**src/rtl/bmprt_pkg.sv**
```systemverilog
// Shared types, codes and helpers of the BMP row to tricolor pixel decoder.
package bmprt_pkg;

   localparam int MAX_DIM = 1024;
   localparam int COORD_W = $clog2(MAX_DIM);

   localparam int CMD_DEPTH   = 4;
   localparam int OUT_DEPTH   = 4;
   localparam int OUT_COUNT_W = $clog2(OUT_DEPTH + 1);

   localparam logic [7:0] WHITE_LIMIT = 8'h80;
   localparam logic [7:0] COLOR_LIMIT = 8'hF0;
   localparam logic [9:0] SUM_LIMIT   = 10'(3 * 128);

   typedef enum logic [2:0] {
      REG_DEPTH_CODE  = 3'd0,
      REG_FORMAT_565  = 3'd1,
      REG_WITH_COLOR  = 3'd2,
      REG_IMAGE_WIDTH = 3'd3,
      REG_DRAW_WIDTH  = 3'd4,
      REG_DRAW_HEIGHT = 3'd5,
      REG_ORIGIN_X    = 3'd6,
      REG_ORIGIN_Y    = 3'd7
   } reg_index_type;

   typedef enum logic [2:0] {
      DEPTH_1BPP  = 3'd0,
      DEPTH_4BPP  = 3'd1,
      DEPTH_8BPP  = 3'd2,
      DEPTH_16BPP = 3'd3,
      DEPTH_24BPP = 3'd4
   } depth_type;

   typedef enum logic [1:0] {
      COLOR_WHITE = 2'd0,
      COLOR_BLACK = 2'd1,
      COLOR_RED   = 2'd2
   } color_type;

   typedef enum logic [1:0] {
      OP_PALETTE = 2'd0,
      OP_UNPACK  = 2'd1,
      OP_DIRECT  = 2'd2
   } op_type;

   typedef enum logic [1:0] {
      UNPACK_1 = 2'd0,
      UNPACK_4 = 2'd1,
      UNPACK_8 = 2'd2
   } unpack_type;

   // One unit of work handed from the front end to the back end.
   typedef struct packed {
      op_type               op;
      unpack_type           unpack;
      logic [7:0]           data;      // data byte, or palette index
      logic [2:0]           last_pix;  // drawn pixels in this byte minus one
      logic [COORD_W-1:0]   x;         // column of the first pixel
      logic [COORD_W-1:0]   y;
      logic                 white_mark;
      logic                 red_mark;
      logic                 color_en;
      color_type            color;     // resolved color of a direct pixel
   } cmd_type;

   typedef struct packed {
      logic [COORD_W-1:0] x;
      logic [COORD_W-1:0] y;
      color_type          color;
      logic               last;
   } pix_type;

   function automatic color_type pick_color(input logic white, input logic red,
                                            input logic color_en);
      color_type c;
      if (white) begin
         c = COLOR_WHITE;
      end else if (red && color_en) begin
         c = COLOR_RED;
      end else begin
         c = COLOR_BLACK;
      end
      return c;
   endfunction

endpackage

```
**src/rtl/bmp_row_to_tricolor_pixels.sv**
```systemverilog
// Top level of the BMP row to tricolor pixel decoder.
//
//   channel   direction  handshake          beat carries
//   req_      in         req_push/req_full  kind, data byte, palette index and RGB
//   rsp_      out        rsp_empty/rsp_pop  pixel x, y, color, last-of-byte flag
//   csr_      in         csr_write          register index and 10-bit value
//
// The front end takes one req beat per cycle while its command queue has room;
//   the back end emits one pixel per cycle while the result queue has room and
//   expands a 1 bpp byte into up to eight pixels, a 4 bpp byte into up to two
//   and any other drawn pixel into one; a palette entry yields no pixel, and
//   bytes that draw nothing never reach it.
// A data byte's first pixel passes the command queue, the palette read and the
//   result queue, each registered, before it shows on rsp_ and can be popped.
// Reset is synchronous and active high; the palette store has no clearing pass
//   and holds garbage until written.
// A stalled rsp_pop fills the result queue, then the command queue, then
//   raises req_full; configuration writes are taken in any cycle.
module bmp_row_to_tricolor_pixels #(
   parameter int PALETTE_SIZE = 256
) (
   input  logic       clock,
   input  logic       reset,
   // configuration
   input  logic       csr_write,
   input  logic [2:0] csr_index,
   input  logic [9:0] csr_data,
   // input items
   input  logic       req_push,
   output logic       req_full,
   input  logic       req_kind,
   input  logic [7:0] req_data_byte,
   input  logic [7:0] req_entry_index,
   input  logic [7:0] req_entry_red,
   input  logic [7:0] req_entry_green,
   input  logic [7:0] req_entry_blue,
   // result pixels
   output logic       rsp_empty,
   input  logic       rsp_pop,
   output logic [9:0] rsp_pixel_x,
   output logic [9:0] rsp_pixel_y,
   output logic [1:0] rsp_pixel_color,
   output logic       rsp_last_of_item
);

   localparam int CMD_W = $bits(bmprt_pkg::cmd_type);
   localparam int PIX_W = $bits(bmprt_pkg::pix_type);

   // front end to command queue
   logic                                  front_push;
   bmprt_pkg::cmd_type                    front_cmd;
   logic                                  cmd_full;

   // command queue to back end
   bmprt_pkg::cmd_type                    head_cmd;
   logic                                  cmd_empty;
   logic                                  cmd_pop;
   logic [$clog2(bmprt_pkg::CMD_DEPTH+1)-1:0] cmd_count;

   // back end to result queue
   logic                                  pix_push;
   bmprt_pkg::pix_type                    pix_in;
   bmprt_pkg::pix_type                    pix_out;
   logic [bmprt_pkg::OUT_COUNT_W-1:0]     out_count;
   logic                                  out_full;

   // hold off the source only when the command queue is full
   assign req_full = cmd_full;

   bmprt_front u_front (
      .clock           (clock),
      .reset           (reset),
      .csr_write       (csr_write),
      .csr_index       (csr_index),
      .csr_data        (csr_data),
      .req_push        (req_push),
      .req_full        (cmd_full),
      .req_kind        (req_kind),
      .req_data_byte   (req_data_byte),
      .req_entry_index (req_entry_index),
      .req_entry_red   (req_entry_red),
      .req_entry_green (req_entry_green),
      .req_entry_blue  (req_entry_blue),
      .cmd_push        (front_push),
      .cmd             (front_cmd)
   );

   bmprt_fifo #(
      .WIDTH (CMD_W),
      .DEPTH (bmprt_pkg::CMD_DEPTH)
   ) u_cmd_queue (
      .clock (clock),
      .reset (reset),
      .push  (front_push),
      .wdata (front_cmd),
      .pop   (cmd_pop),
      .rdata (head_cmd),
      .count (cmd_count),
      .full  (cmd_full),
      .empty (cmd_empty)
   );

   bmprt_back #(
      .PALETTE_SIZE (PALETTE_SIZE)
   ) u_back (
      .clock     (clock),
      .reset     (reset),
      .cmd       (head_cmd),
      .cmd_empty (cmd_empty || (cmd_count == '0)),
      .cmd_pop   (cmd_pop),
      .out_count (out_count),
      .out_push  (pix_push),
      .pix       (pix_in)
   );

   // the back end reserves room by credit, so out_full never blocks a push
   bmprt_fifo #(
      .WIDTH (PIX_W),
      .DEPTH (bmprt_pkg::OUT_DEPTH)
   ) u_out_queue (
      .clock (clock),
      .reset (reset),
      .push  (pix_push && !out_full),
      .wdata (pix_in),
      .pop   (rsp_pop),
      .rdata (pix_out),
      .count (out_count),
      .full  (out_full),
      .empty (rsp_empty)
   );

   assign rsp_pixel_x      = pix_out.x;
   assign rsp_pixel_y      = pix_out.y;
   assign rsp_pixel_color  = pix_out.color;
   assign rsp_last_of_item = pix_out.last;

endmodule

```
**src/rtl/bmprt_fifo.sv**
```systemverilog
// Small register-based first-in first-out queue.
module bmprt_fifo #(
   parameter int WIDTH = 8,
   parameter int DEPTH = 4
) (
   input  logic                       clock,
   input  logic                       reset,
   input  logic                       push,
   input  logic [WIDTH-1:0]           wdata,
   input  logic                       pop,
   output logic [WIDTH-1:0]           rdata,
   output logic [$clog2(DEPTH+1)-1:0] count,
   output logic                       full,
   output logic                       empty
);

   localparam int PTR_W = $clog2(DEPTH);
   localparam int CNT_W = $clog2(DEPTH + 1);

   logic [WIDTH-1:0] store_ff [DEPTH];
   logic [PTR_W-1:0] wr_ptr_ff, wr_ptr_in;
   logic [PTR_W-1:0] rd_ptr_ff, rd_ptr_in;
   logic [CNT_W-1:0] count_ff, count_in;
   logic             do_push, do_pop;

   assign full    = (count_ff == CNT_W'(DEPTH));
   assign empty   = (count_ff == '0);
   assign count   = count_ff;
   assign rdata   = store_ff[rd_ptr_ff];
   assign do_push = push && !full;
   assign do_pop  = pop && !empty;

   always_comb begin
      wr_ptr_in = wr_ptr_ff;
      rd_ptr_in = rd_ptr_ff;
      count_in  = count_ff;
      if (do_push) begin
         wr_ptr_in = (wr_ptr_ff == PTR_W'(DEPTH - 1)) ? '0 : PTR_W'(wr_ptr_ff + 1'b1);
      end
      if (do_pop) begin
         rd_ptr_in = (rd_ptr_ff == PTR_W'(DEPTH - 1)) ? '0 : PTR_W'(rd_ptr_ff + 1'b1);
      end
      if (do_push && !do_pop) begin
         count_in = CNT_W'(count_ff + 1'b1);
      end else if (do_pop && !do_push) begin
         count_in = CNT_W'(count_ff - 1'b1);
      end
   end

   always_ff @(posedge clock) begin
      if (reset) begin
         wr_ptr_ff <= '0;
         rd_ptr_ff <= '0;
         count_ff  <= '0;
      end else begin
         wr_ptr_ff <= wr_ptr_in;
         rd_ptr_ff <= rd_ptr_in;
         count_ff  <= count_in;
      end
   end

   always_ff @(posedge clock) begin
      if (do_push) begin
         store_ff[wr_ptr_ff] <= wdata;
      end
   end

endmodule

```
**src/rtl/bmprt_front.sv**
```systemverilog
// Front end: configuration registers, row and byte tracking, command building.
module bmprt_front (
   input  logic                clock,
   input  logic                reset,
   input  logic                csr_write,
   input  logic [2:0]          csr_index,
   input  logic [9:0]          csr_data,
   input  logic                req_push,
   input  logic                req_full,
   input  logic                req_kind,
   input  logic [7:0]          req_data_byte,
   input  logic [7:0]          req_entry_index,
   input  logic [7:0]          req_entry_red,
   input  logic [7:0]          req_entry_green,
   input  logic [7:0]          req_entry_blue,
   output logic                cmd_push,
   output bmprt_pkg::cmd_type  cmd
);

   localparam int CW = bmprt_pkg::COORD_W;

   // configuration
   logic [2:0]    depth_code_ff;
   logic          format_565_ff;
   logic          with_color_ff;
   logic [9:0]    image_width_ff;
   logic [9:0]    draw_width_ff;
   logic [9:0]    draw_height_ff;
   logic [9:0]    origin_x_ff;
   logic [9:0]    origin_y_ff;

   // stream state
   logic [15:0]   held_ff, held_in;
   logic [1:0]    phase_ff, phase_in;
   logic [11:0]   row_bytes_ff, row_bytes_in;
   logic [9:0]    column_ff, column_in;
   logic [9:0]    row_ff, row_in;

   logic          accept;
   logic          color_en;
   logic [9:0]    eff_w;
   logic [11:0]   stored_bytes;
   logic [12:0]   rounded_bytes;
   logic [11:0]   row_size;
   logic          row_done;
   logic [9:0]    row_next;
   logic [CW-1:0] pix_x;
   logic [CW-1:0] pix_y;
   logic [9:0]    avail;
   logic [3:0]    per_byte;
   logic [3:0]    n_pix;
   logic          column_open;
   logic [7:0]    r16, g16, b16;
   logic [1:0]    marks_palette, marks_16, marks_24;

   function automatic logic [1:0] classify(input logic [7:0] r, input logic [7:0] g,
                                           input logic [7:0] b, input logic en);
      logic [9:0] sum;
      logic       wh;
      logic       co;
      sum = 10'(r) + 10'(g) + 10'(b);
      if (en) begin
         wh = (r > bmprt_pkg::WHITE_LIMIT) && (g > bmprt_pkg::WHITE_LIMIT)
              && (b > bmprt_pkg::WHITE_LIMIT);
      end else begin
         wh = sum > bmprt_pkg::SUM_LIMIT;
      end
      co = (r > bmprt_pkg::COLOR_LIMIT)
           || ((g > bmprt_pkg::COLOR_LIMIT) && (b > bmprt_pkg::COLOR_LIMIT));
      return {wh, co};
   endfunction

   assign accept   = req_push && !req_full;
   assign color_en = with_color_ff && (depth_code_ff != bmprt_pkg::DEPTH_1BPP);
   assign eff_w    = (draw_width_ff < image_width_ff) ? draw_width_ff : image_width_ff;

   // bytes per stored row, before the rounding to a multiple of four below
   always_comb begin
      case (depth_code_ff)
         bmprt_pkg::DEPTH_1BPP:  stored_bytes = ({2'b00, image_width_ff} + 12'd7) >> 3;
         bmprt_pkg::DEPTH_4BPP:  stored_bytes = ({2'b00, image_width_ff} + 12'd1) >> 1;
         bmprt_pkg::DEPTH_8BPP:  stored_bytes = {2'b00, image_width_ff};
         bmprt_pkg::DEPTH_16BPP: stored_bytes = {1'b0, image_width_ff, 1'b0};
         default:                stored_bytes = {2'b00, image_width_ff}
                                                + {1'b0, image_width_ff, 1'b0};
      endcase
   end

   assign rounded_bytes = {1'b0, stored_bytes} + 13'd3;
   assign row_size      = {rounded_bytes[11:2], 2'b00};
   assign row_done      = ({1'b0, row_bytes_ff} + 13'd1) >= {1'b0, row_size};
   assign row_next      = (row_ff + 10'd1 == 10'd0) ? 10'h3FF : 10'(row_ff + 10'd1);

   assign pix_x = CW'(origin_x_ff + column_ff);
   assign pix_y = CW'(origin_y_ff + draw_height_ff - row_ff - 10'd1);

   assign column_open = column_ff < eff_w;
   assign avail       = column_open ? 10'(eff_w - column_ff) : 10'd0;

   // 16-bit pixel from the held low byte and the incoming high byte
   always_comb begin
      b16 = {held_ff[4:0], 3'b000};
      if (format_565_ff) begin
         g16 = {req_data_byte[2:0], held_ff[7:5], 2'b00};
         r16 = {req_data_byte[7:3], 3'b000};
      end else begin
         g16 = {req_data_byte[1:0], held_ff[7:5], 3'b000};
         r16 = {req_data_byte[6:2], 3'b000};
      end
   end

   assign marks_palette = classify(req_entry_red, req_entry_green, req_entry_blue, color_en);
   assign marks_16      = classify(r16, g16, b16, color_en);
   assign marks_24      = classify(req_data_byte, held_ff[15:8], held_ff[7:0], color_en);

   always_comb begin
      case (depth_code_ff)
         bmprt_pkg::DEPTH_1BPP: per_byte = 4'd8;
         bmprt_pkg::DEPTH_4BPP: per_byte = 4'd2;
         default:               per_byte = 4'd1;
      endcase
      n_pix = (avail < {6'b0, per_byte}) ? avail[3:0] : per_byte;
   end

   always_comb begin
      held_in      = held_ff;
      phase_in     = phase_ff;
      row_bytes_in = row_bytes_ff;
      column_in    = column_ff;
      row_in       = row_ff;
      cmd_push     = 1'b0;
      cmd          = '0;
      cmd.x        = pix_x;
      cmd.y        = pix_y;
      cmd.data     = req_data_byte;
      cmd.color_en = color_en;
      cmd.op       = bmprt_pkg::OP_DIRECT;
      cmd.unpack   = bmprt_pkg::UNPACK_8;
      cmd.color    = bmprt_pkg::COLOR_BLACK;
      if (accept) begin
         if (!req_kind) begin
            cmd_push       = 1'b1;
            cmd.op         = bmprt_pkg::OP_PALETTE;
            cmd.data       = req_entry_index;
            cmd.white_mark = marks_palette[1];
            cmd.red_mark   = marks_palette[0];
         end else if (row_ff < draw_height_ff) begin
            case (depth_code_ff) inside
               bmprt_pkg::DEPTH_1BPP, bmprt_pkg::DEPTH_4BPP, bmprt_pkg::DEPTH_8BPP: begin
                  cmd.op       = bmprt_pkg::OP_UNPACK;
                  cmd.last_pix = 3'(n_pix - 4'd1);
                  case (depth_code_ff)
                     bmprt_pkg::DEPTH_1BPP: cmd.unpack = bmprt_pkg::UNPACK_1;
                     bmprt_pkg::DEPTH_4BPP: cmd.unpack = bmprt_pkg::UNPACK_4;
                     default:               cmd.unpack = bmprt_pkg::UNPACK_8;
                  endcase
                  cmd_push  = (n_pix != 4'd0);
                  column_in = column_ff + 10'(n_pix);
               end
               bmprt_pkg::DEPTH_16BPP: begin
                  if (phase_ff == 2'd0) begin
                     held_in  = {8'h00, req_data_byte};
                     phase_in = 2'd1;
                  end else begin
                     held_in  = '0;
                     phase_in = 2'd0;
                     if (column_open) begin
                        cmd_push  = 1'b1;
                        cmd.color = bmprt_pkg::pick_color(marks_16[1], marks_16[0], color_en);
                        column_in = 10'(column_ff + 10'd1);
                     end
                  end
               end
               default: begin
                  if (phase_ff == 2'd0) begin
                     held_in  = {8'h00, req_data_byte};
                     phase_in = 2'd1;
                  end else if (phase_ff == 2'd1) begin
                     held_in  = {req_data_byte, held_ff[7:0]};
                     phase_in = 2'd2;
                  end else begin
                     held_in  = '0;
                     phase_in = 2'd0;
                     if (column_open) begin
                        cmd_push  = 1'b1;
                        cmd.color = bmprt_pkg::pick_color(marks_24[1], marks_24[0], color_en);
                        column_in = 10'(column_ff + 10'd1);
                     end
                  end
               end
            endcase
            // padding and clipped bytes still count toward the row
            if (row_done) begin
               row_bytes_in = '0;
               column_in    = '0;
               phase_in     = '0;
               held_in      = '0;
               row_in       = row_next;
            end else begin
               row_bytes_in = 12'(row_bytes_ff + 12'd1);
            end
         end
      end
   end

   always_ff @(posedge clock) begin
      if (reset) begin
         depth_code_ff  <= bmprt_pkg::DEPTH_24BPP;
         format_565_ff  <= 1'b0;
         with_color_ff  <= 1'b0;
         image_width_ff <= 10'd1;
         draw_width_ff  <= '0;
         draw_height_ff <= '0;
         origin_x_ff    <= '0;
         origin_y_ff    <= '0;
         held_ff        <= '0;
         phase_ff       <= '0;
         row_bytes_ff   <= '0;
         column_ff      <= '0;
         row_ff         <= '0;
      end else begin
         held_ff      <= held_in;
         phase_ff     <= phase_in;
         row_bytes_ff <= row_bytes_in;
         column_ff    <= column_in;
         row_ff       <= row_in;
         if (csr_write) begin
            unique case (csr_index)
               bmprt_pkg::REG_DEPTH_CODE:  depth_code_ff  <= csr_data[2:0];
               bmprt_pkg::REG_FORMAT_565:  format_565_ff  <= csr_data[0];
               bmprt_pkg::REG_WITH_COLOR:  with_color_ff  <= csr_data[0];
               bmprt_pkg::REG_IMAGE_WIDTH: image_width_ff <= csr_data;
               bmprt_pkg::REG_DRAW_WIDTH:  draw_width_ff  <= csr_data;
               bmprt_pkg::REG_DRAW_HEIGHT: draw_height_ff <= csr_data;
               bmprt_pkg::REG_ORIGIN_X:    origin_x_ff    <= csr_data;
               bmprt_pkg::REG_ORIGIN_Y:    origin_y_ff    <= csr_data;
            endcase
         end
      end
   end

endmodule

```
**src/rtl/bmprt_back.sv**
```systemverilog
// Back end: palette store; expands commands one pixel per cycle on credit.
module bmprt_back #(
   parameter int PALETTE_SIZE = 256
) (
   input  logic                                  clock,
   input  logic                                  reset,
   input  bmprt_pkg::cmd_type                    cmd,
   input  logic                                  cmd_empty,
   output logic                                  cmd_pop,
   input  logic [bmprt_pkg::OUT_COUNT_W-1:0]     out_count,
   output logic                                  out_push,
   output bmprt_pkg::pix_type                    pix
);

   localparam int AW = $clog2(PALETTE_SIZE);
   localparam int CW = bmprt_pkg::COORD_W;
   localparam int SUM_W = bmprt_pkg::OUT_COUNT_W + 1;

   logic [1:0]      mark_mem [PALETTE_SIZE];
   logic [1:0]      rd_marks_ff;

   logic [2:0]      pix_k_ff;
   logic            s1_valid_ff;
   logic [CW-1:0]   s1_x_ff;
   logic [CW-1:0]   s1_y_ff;
   logic            s1_last_ff;
   logic            s1_direct_ff;
   logic            s1_color_en_ff;
   bmprt_pkg::color_type s1_color_ff;

   logic            credit;
   logic            issue;
   logic            wr_en;
   logic            last_k;
   logic [7:0]      pix_num;

   // leave room for the pixel still waiting on its palette read
   assign credit = (SUM_W'(out_count) + SUM_W'(s1_valid_ff)) < SUM_W'(bmprt_pkg::OUT_DEPTH);
   assign last_k = (pix_k_ff == cmd.last_pix);

   always_comb begin
      issue   = 1'b0;
      wr_en   = 1'b0;
      cmd_pop = 1'b0;
      unique case (cmd.op)
         bmprt_pkg::OP_PALETTE: begin
            wr_en   = !cmd_empty && ({1'b0, cmd.data} < 9'(PALETTE_SIZE));
            cmd_pop = !cmd_empty;
         end
         bmprt_pkg::OP_UNPACK: begin
            issue   = !cmd_empty && credit;
            cmd_pop = issue && last_k;
         end
         bmprt_pkg::OP_DIRECT: begin
            issue   = !cmd_empty && credit;
            cmd_pop = issue;
         end
         default: begin
            cmd_pop = !cmd_empty;
         end
      endcase
   end

   // palette index of the current pixel, most significant bits first
   always_comb begin
      case (cmd.unpack)
         bmprt_pkg::UNPACK_1: pix_num = {7'b0, cmd.data[3'(3'd7 - pix_k_ff)]};
         bmprt_pkg::UNPACK_4: pix_num = pix_k_ff[0] ? {4'b0, cmd.data[3:0]}
                                                    : {4'b0, cmd.data[7:4]};
         default:             pix_num = cmd.data;
      endcase
   end

   always_ff @(posedge clock) begin
      if (wr_en) begin
         mark_mem[cmd.data[AW-1:0]] <= {cmd.white_mark, cmd.red_mark};
      end
      rd_marks_ff <= mark_mem[pix_num[AW-1:0]];
   end

   always_ff @(posedge clock) begin
      if (reset) begin
         pix_k_ff    <= '0;
         s1_valid_ff <= 1'b0;
      end else begin
         s1_valid_ff <= issue;
         if (issue && (cmd.op == bmprt_pkg::OP_UNPACK)) begin
            pix_k_ff <= last_k ? 3'd0 : 3'(pix_k_ff + 3'd1);
         end
      end
   end

   always_ff @(posedge clock) begin
      if (issue) begin
         s1_x_ff        <= CW'(cmd.x + CW'(pix_k_ff));
         s1_y_ff        <= cmd.y;
         s1_last_ff     <= (cmd.op == bmprt_pkg::OP_DIRECT) || last_k;
         s1_direct_ff   <= (cmd.op == bmprt_pkg::OP_DIRECT);
         s1_color_en_ff <= cmd.color_en;
         s1_color_ff    <= cmd.color;
      end
   end

   assign out_push  = s1_valid_ff;
   assign pix.x     = s1_x_ff;
   assign pix.y     = s1_y_ff;
   assign pix.last  = s1_last_ff;
   assign pix.color = s1_direct_ff ? s1_color_ff
                    : bmprt_pkg::pick_color(rd_marks_ff[1], rd_marks_ff[0], s1_color_en_ff);

endmodule

```
**config.mk**
```make
export PLATFORM = sky130hd
export DESIGN_NAME = bmp_row_to_tricolor_pixels
export DESIGN_NICKNAME = d
export VERILOG_FILES = /design/src/rtl/bmprt_pkg.sv /design/src/rtl/bmp_row_to_tricolor_pixels.sv /design/src/rtl/bmprt_fifo.sv /design/src/rtl/bmprt_front.sv /design/src/rtl/bmprt_back.sv
export SDC_FILE = /design/constraint.sdc
export NUM_CORES = 2
export LEC_CHECK = 0
export ABC_AREA = 1
export ABC_CLOCK_PERIOD_IN_PS = 9900
export BUFFER_PORTS_ARGS = -buffer_cell sky130_fd_sc_hd__clkbuf_2
export CORE_ASPECT_RATIO = 1.75
export CORE_UTILIZATION = 55
export DETAILED_ROUTE_END_ITERATION = 16
export PLACE_DENSITY = 0.84
export SLEW_MARGIN = 40
export SYNTH_ARGS = -nofsm -noshare
export SYNTH_HDL_FRONTEND = slang
export SYNTH_SLANG_ARGS = --single-unit
```
**constraint.sdc**
```tcl
create_clock -name clock -period 9.9 [get_ports clock]
set_input_delay 2.475 -clock clock [delete_from_list [all_inputs] [get_ports clock]]
set_output_delay 2.475 -clock clock [all_outputs]
set_load 0.01 [all_outputs]
```
---- Word level (Yosys, flattened, before mapping) ----
Memories as Yosys holds them, arrays and structs flattened. A register that Yosys moved wholly into a read port is not among the register bits.
Cells that the tools add are included.
operators by class
  order comparisons ....................... 28
  muxes and demuxes ....................... 95
  reductions and logical operators ........ 65
  equality and inequality tests ........... 25
  add/sub/neg operators ................... 33
operators with widths
  operator               number
  $gt 8x8->1 const B     18
  $mux 10                10
  $mux 16                5
  $mux 2                 34
  $pmux 12 s4            1
  $mux 8                 4
  $add 10x8->10          3
  $gt 10x9->1 const B    3
  $lt 10x10->1           3
  $add 8x8->9            3
  $logic_and 1x1->1      26
  $mux 3                 8
  $mux 1                 22
  $add 10x1->10 const B  2
  $add 10x10->10         2
  $sub 10x10->10         2
  $eq 3x3->1 const B     6
  $mux 4                 4
  $pmux 8 s2             1
  $reduce_and 2->1       8
  $mux 15                1
  $add 12x1->13 const B  1
  $ge 13x12->1           1
  $add 10x11->12         1
  42 further kinds       77
storage, ports and cells
  bits in registers ....................... 148
  bits in writable memories ............... 764
  memories ................................ 3
  input bits .............................. 59
memory list
  name                  words  bits a word  read ports  clocked after memory_dff  wr ports  RTL line          text
  u_back.mark_mem       256    2            1           1                         1         bmprt_back.sv:19  logic [1:0] mark_mem [PALETTE_SIZE];
  u_cmd_queue.store_ff  4      40           1           1                         1         bmprt_fifo.sv:20  logic [WIDTH-1:0] store_ff [DEPTH];
  u_out_queue.store_ff  4      23           1           1                         1         bmprt_fifo.sv:20

---- Logic depth before layout (Yosys ltp) ----
  depth after elaboration ................. 16
  mapped depth ............................ 42

---- Modules after synthesis ----
From an unflattened synthesis, not the netlist that was laid out.
second synthesis, totals
  cells, all modules ...................... 4713
  area, all modules ....................... 46105.5 sq um
modules (own cells, without submodules)
  module                      times used  area each (sq um)  cells each
  bmprt_back                  1           24936.4            2407
  bmprt_front                 1           10339.9            1548
  bmprt_fifo at u_cmd_queue   1           6558.8             458
  bmprt_fifo at u_out_queue   1           4244.1             293
  bmp_row_to_tricolor_pixels  1           26.3               7

---- Least setup slack after synthesis ----
No wires, ideal clock.
  kind .................................... reg2reg
  start point ............................. register with a tool-made name
  end point ............................... memory u_back.mark_mem[0][0] (data pin)
  setup time .............................. 1.586 ns
  arrival time ............................ 8.435 ns
  required time ........................... 8.314 ns
  slack ................................... -0.121 ns
  period minus slack after synthesis ...... 10.021 ns
  stages on the path, launching flop included .. 9
  path through ............................ dfxtp_1 -> buf_6 -> inv_6 -> buf_6 -> clkbuf_1 -> clkbuf_1 -> clkbuf_1 -> o21ai_0 -> o22ai_1
RTL lines
  what              RTL line
  end: declaration  bmprt_back.sv:19

---- Worst setup path after layout ----
  start point ............................. register u_front.image_width_ff[1]
  end point ............................... memory u_cmd_queue.store_ff[1][9] (netlist name) (enable)
between the ends
  cells in the longest elaborated chain, start to end .. 14
ends and longest elaborated chain
  what                                            RTL line                                                   text
  start: declaration                              bmprt_front.sv:26                                          logic [9:0] image_width_ff;
  start signal: assignment                        bmprt_front.sv:232                                         bmprt_pkg::REG_IMAGE_WIDTH: image_width_ff <= csr_data;
  $lt 10x10->1                                    bmprt_front.sv:75                                          assign eff_w = (draw_width_ff < image_width_ff) ? draw_width_ff : image_width_ff;
  $mux 10 *                                       bmprt_front.sv:75
  $sub 10x10->10 or $lt 10x10->1 (tied branches)  bmprt_front.sv:98, bmprt_front.sv:97
  $mux 10 or $mux 1 (tied branches)               bmprt_front.sv:98, bmprt_front.sv:167, bmprt_front.sv:184
  $lt 10x4->1 or $mux 1 (tied branches)           bmprt_front.sv:122, bmprt_front.sv:178
  $mux 4 or $mux 1 (tied branches)                bmprt_front.sv:122, bmprt_front.sv:175
  $reduce_bool 4->1 or $mux 1 (tied branches)     bmprt_front.sv:157, bmprt_front.sv:148
  $mux 1 *                                        bmprt_front.sv:148                                         case (depth_code_ff) inside
  $mux 1 *                                        bmprt_front.sv:147                                         end else if (row_ff < draw_height_ff) begin
  $mux 1 *                                        bmprt_front.sv:141                                         if (!req_kind) begin
  $mux 1 *                                        bmprt_front.sv:140                                         if (accept) begin
  $logic_and 1x1->1 *                             bmprt_fifo.sv:30                                           assign do_push = push && !full;
  net u_cmd_queue.do_push                         bmprt_fifo.sv:24                                           logic do_push, do_pop;
  $mux 1 *                                        bmprt_fifo.sv:63                                           if (do_push) begin
  $mux 1 (implied by the code) *                  bmprt_fifo.sv:64                                           store_ff[wr_ptr_ff] <= wdata;
  end: declaration                                bmprt_fifo.sv:20
Mark *: on every way through the listed nets, which the timed path passes. The rest lies on a longest branch.

==> implementation parameters <==
Parameter                              Value

Outcome
  Outcome    finished, final reports clean

Power and ir drop
  Register share of total power    36.7%
  Total power per unit cell area    287 mW/mm^2
  Internal portion of total power    around 8.3 mW
  Net switching power figure    roughly 5.8 mW
  Total chip power    14.0 mW
  Share of total power in the clock network    between 20% and 30%
  Static leakage    between 15 and 20 nW
  Combinational share of power    41.1%
  Switching part of the total    ~41%
  Max IR drop VDD    between 300 and 400 uV

Drt
  Total detailed-routing wirelength    about 110 mm
  Routed wire length per instance    approximately 20 um
  Length of the first detailed-routing pass in iterations    6
  Detailed-route vias per instance    ~6
  Number of DRC markers after the initial detailed-route iteration    around 2,700
  Vias    around 34,000
  DRC violation count after routing    0
  Antenna-violating nets left    0

Global route
  Total global routing overflow    0
  Global-route wire length before repair    171 mm
  Number of global-route vias before repair    about 33,000
  Initial antenna violation count    0
  Overall routing resource usage    26.6%
  Pin count of the biggest net entering global routing    between 100 and 150

Critical path
  Data arrival, critical path    about 7.5 ns
  Start point of the critical path    u_front.image_width_ff[1]
  Sort of element at the start of the critical path    flip-flop
  Reg2reg path depth    35
  Crit Path Class    reg2reg
  Critical Path End Type    flip-flop
  Worst setup path end    u_cmd_queue.store_ff[1][9]
  Delay of the slowest cell on the worst path    0.61 ns
  Critical path peak fanout    24
  Flop-to-flop setup slack    approximately 2.7 ns
  Worst reg2reg path endpoint    u_cmd_queue.store_ff[1][9]
  Launch point of the worst reg-to-reg path    u_front.image_width_ff[1]
  Library cell appearing most often on the critical path    nand2_1
  Worst EP required    a little over 10 ns
  Slowest-stage cell, CP    nor2_4

Flow run
  # Max-Cap Violations    0

STA
  Post-route clock period utilization    between 70% and 80%
  Remaining max-slew budget at the tightest pin    between 30 and 40%
  Hold violation total from the final report    0
  Final setup violation count    0
  Final setup TNS    0 ns
  Max-slew violation total from the final report    0
  Fmax    approximately 140 MHz
  Clock skew after layout    around 0.039 ns
  Tightest hold margin    approximately 0.47 ns
  Actual slew at the worst max-slew pin    just under 1 ns
  Unrepaired setup endpoints after global routing    false
  Time the final worst path needs with I/O delays and setup    between 7 and 8 ns

Synth
  Proportion of synthesized chip area in sequential cells    about three fifths
  Most repeated cell in the gate-level netlist after synthesis    edfxtp_1
  Compound-gate portion of the synthesized area    around 7.4%
  Fraction of synthesized area in multiplexers    0%
  Post-Synthesis Net Count    about 4,800
  Number of enable-type register cells in the synthesized netlist    around 800
  Biggest area contributors in the synthesized netlist    edfxtp_1, nand3_1, nand2_1
  Synth Area in Adders    under 10%
  Parity-gate share of the synthesized area counting xor and xnor cells    ~1.9%
  Count of state elements after synthesis    just over 900
  Combinational family with the most area after synthesis    simple AND/OR/NAND/NOR gates
  Largest area contributor in the synthesized netlist    edfxtp_1
  Post-synthesis area per instance    9.84 um^2
  Fraction of registers with async set/reset    0%
  Share of synthesized cell area in and, or, nand and nor gates    between 20% and 30%
  Predominant post-synthesis flop cell    edfxtp_1
  Number of instances in the synthesized netlist    around 4,600
  Post-synthesis instance area    0.0450 mm^2
  Post-synth top area share    52.7%
  Count of warnings emitted by yosys    0
  Netlist cell types    slightly below 60
  Most numerous cell types in the synthesized netlist    edfxtp_1, nand2_1, nand3_1

Placed design
  Final weighted congestion of routability-driven global placement    between 0.9 and 1
  HPWL after DPL    a little over 70 mm
  Number of buffers added on ports    83

CTS
  Post-cts repair resize count    0
  Number of clock sinks    just over 900
  Insertion delay of the later-clocked pin in the worst-skew pair    a little under 0.7 ns
  Post-CTS setup-driven buffer insertion count    0
  Clk root buf    clkbuf_16
  Num CTS Buffers    just under 80
  Hold Buf Count CTS    0
  Maximum level of the CTS H-tree    3
  Clock-pin slew on the worst setup and hold paths    ~0.070 ns
  Maximum buffer depth of the clock tree    3
  Clock tree from TritonCTS    done

Floorplanning
  Number of cell rows    between 100 and 150
  Die ar.    0.0830 mm^2
  Die width    218 um
  Starting utilization of the core area    a little under three fifths
  Area of the core    ~0.081 mm^2
  Vertical die dimension    ~380 um
  Boundary Pins    84

Finish
  Final net count    4,776
  Number of antenna diodes    0
  FILL cells    roughly 6,200
  Layout cells sized above 1    6.85%
  Area growth from synthesis to layout    8.61%

Hold path
  Worst Hold Class    reg2reg
[worst min path at each step]
stage,start,endpoint,slack (ns),cells after the start
2_1_floorplan,u_front.draw_width_ff[1],u_front.draw_width_ff[1],0.44,2
3_3_place_gp,u_front.with_color_ff,u_front.with_color_ff,0.46,2
3_5_place_dp,u_front.with_color_ff,u_front.with_color_ff,0.47,2
4_1_cts,u_front.with_color_ff,u_front.with_color_ff,0.47,2
5_1_grt,u_back.s1_y_ff[4],u_out_queue.store_ff[2][7],0.52,0
6_report,u_front.with_color_ff,u_front.with_color_ff,0.47,2
[cells in the final DEF (no fill, tap or decap), types with 16 or more instances in the layout]
cell and instances:
xor2_1 62, o211ai_1 30, edfxtp_1 789, o22ai_1 51, inv_1 477, o21ai_0 244, buf_4 37, nand3b_1 156
fa_1 23, clkinv_2 16, nor3_1 30, xnor2_1 35, ha_1 141, a21oi_1 184, nand4_1 19, dfxtp_1 128
nand2_1 696, clkbuf_16 79, clkbuf_2 83, a211oi_1 16, nand3_1 593, nor2_1 521
[sequential cells by signal, summed over array words and instances (netlist names), 10 cells and up, named ones only]
register,flops
u_back.mark_mem,512
u_cmd_queue.store_ff,160
u_out_queue.store_ff,92
u_front.held_ff,16
u_front.row_bytes_ff,12
u_back.s1_x_ff,10
u_back.s1_y_ff,10
u_front.column_ff,10
u_front.draw_height_ff,10
u_front.draw_width_ff,10
u_front.image_width_ff,10
u_front.origin_x_ff,10
u_front.origin_y_ff,10
u_front.row_ff,10
[stage by stage]
| step | worst slack [ns] | area [um^2] | instances | util (%) |
|---|---|---|---|---|
| 5_1_grt | 2.14 | 48800 | 5666 | 60.3 |
| 3_5_place_dp | 2.86 | 46200 | 5521 | 57.1 |
| 2_1_floorplan | 2.79 | 45000 | 4570 | - |
| 3_3_place_gp | 2.78 | 46100 | 5516 | 56.9 |
| 4_1_cts | 2.80 | 48800 | 5664 | 60.2 |
| 6_report | 2.74 | 48800 | 5666 | 60.3 |
[layout make-up]
| cell class | count | area, um^2 | share of cell area (%) |
|---|---|---|---|
| flip-flops and latches | 918 | 26300 | 53.8 |
| multi-input cells | 2929 | 15900 | 32.5 |
| clock buffers | 94 | 2060 | 4.22 |
| inverters | 493 | 1860 | 3.81 |
| well taps | 1050 | 1310 | 2.69 |
| repair buffers | 133 | 927 | 1.90 |
| clock inverters | 49 | 517 | 1.06 |
[power groups by stage]
stage	sequential [mW]	clock, mW	combinational [mW]
finish	5.16	3.11	5.78
global route	5.17	3.26	6.30
CTS	5.15	3.12	5.68
detailed placement	5.23	0	5.62
global placement	5.22	0	5.40
floorplan	5.22	0	4.05
[critical path, delay by kind of cell, from the launching register on]
family / cells / cell delay [ns]
DFF: 1 / 0.46
adders and majority gates: 5 / 1.47
AOI/OAI and AO/OA: 13 / 2.29
buffers and inverters: 3 / 0.71
and+or+nand+nor: 14 / 1.91
[routing by layer]
metal / GRT usage (%) / routed length [um] / vias to the layer above
met5: 0 / 0 / -
met4: 20.6 / 8900 / 0
met1: 27.7 / 36900 / 16000
met2: 47.4 / 57700 / 1567
li1: - / - / 15600
met3: 4.04 / 7950 / 468
[cells by family (layout without fill, tap and decap cells)]
family,count (synthesis),in the layout
AOI/OAI and AO/OA,596,596
DFF,918,918
adders and majority gates,164,164
buffers and inverters,723,769
and+or+nand+nor,2072,2072
xor gates and xnor gates,97,97
Note: power is estimated with default switching activity, not from simulation.
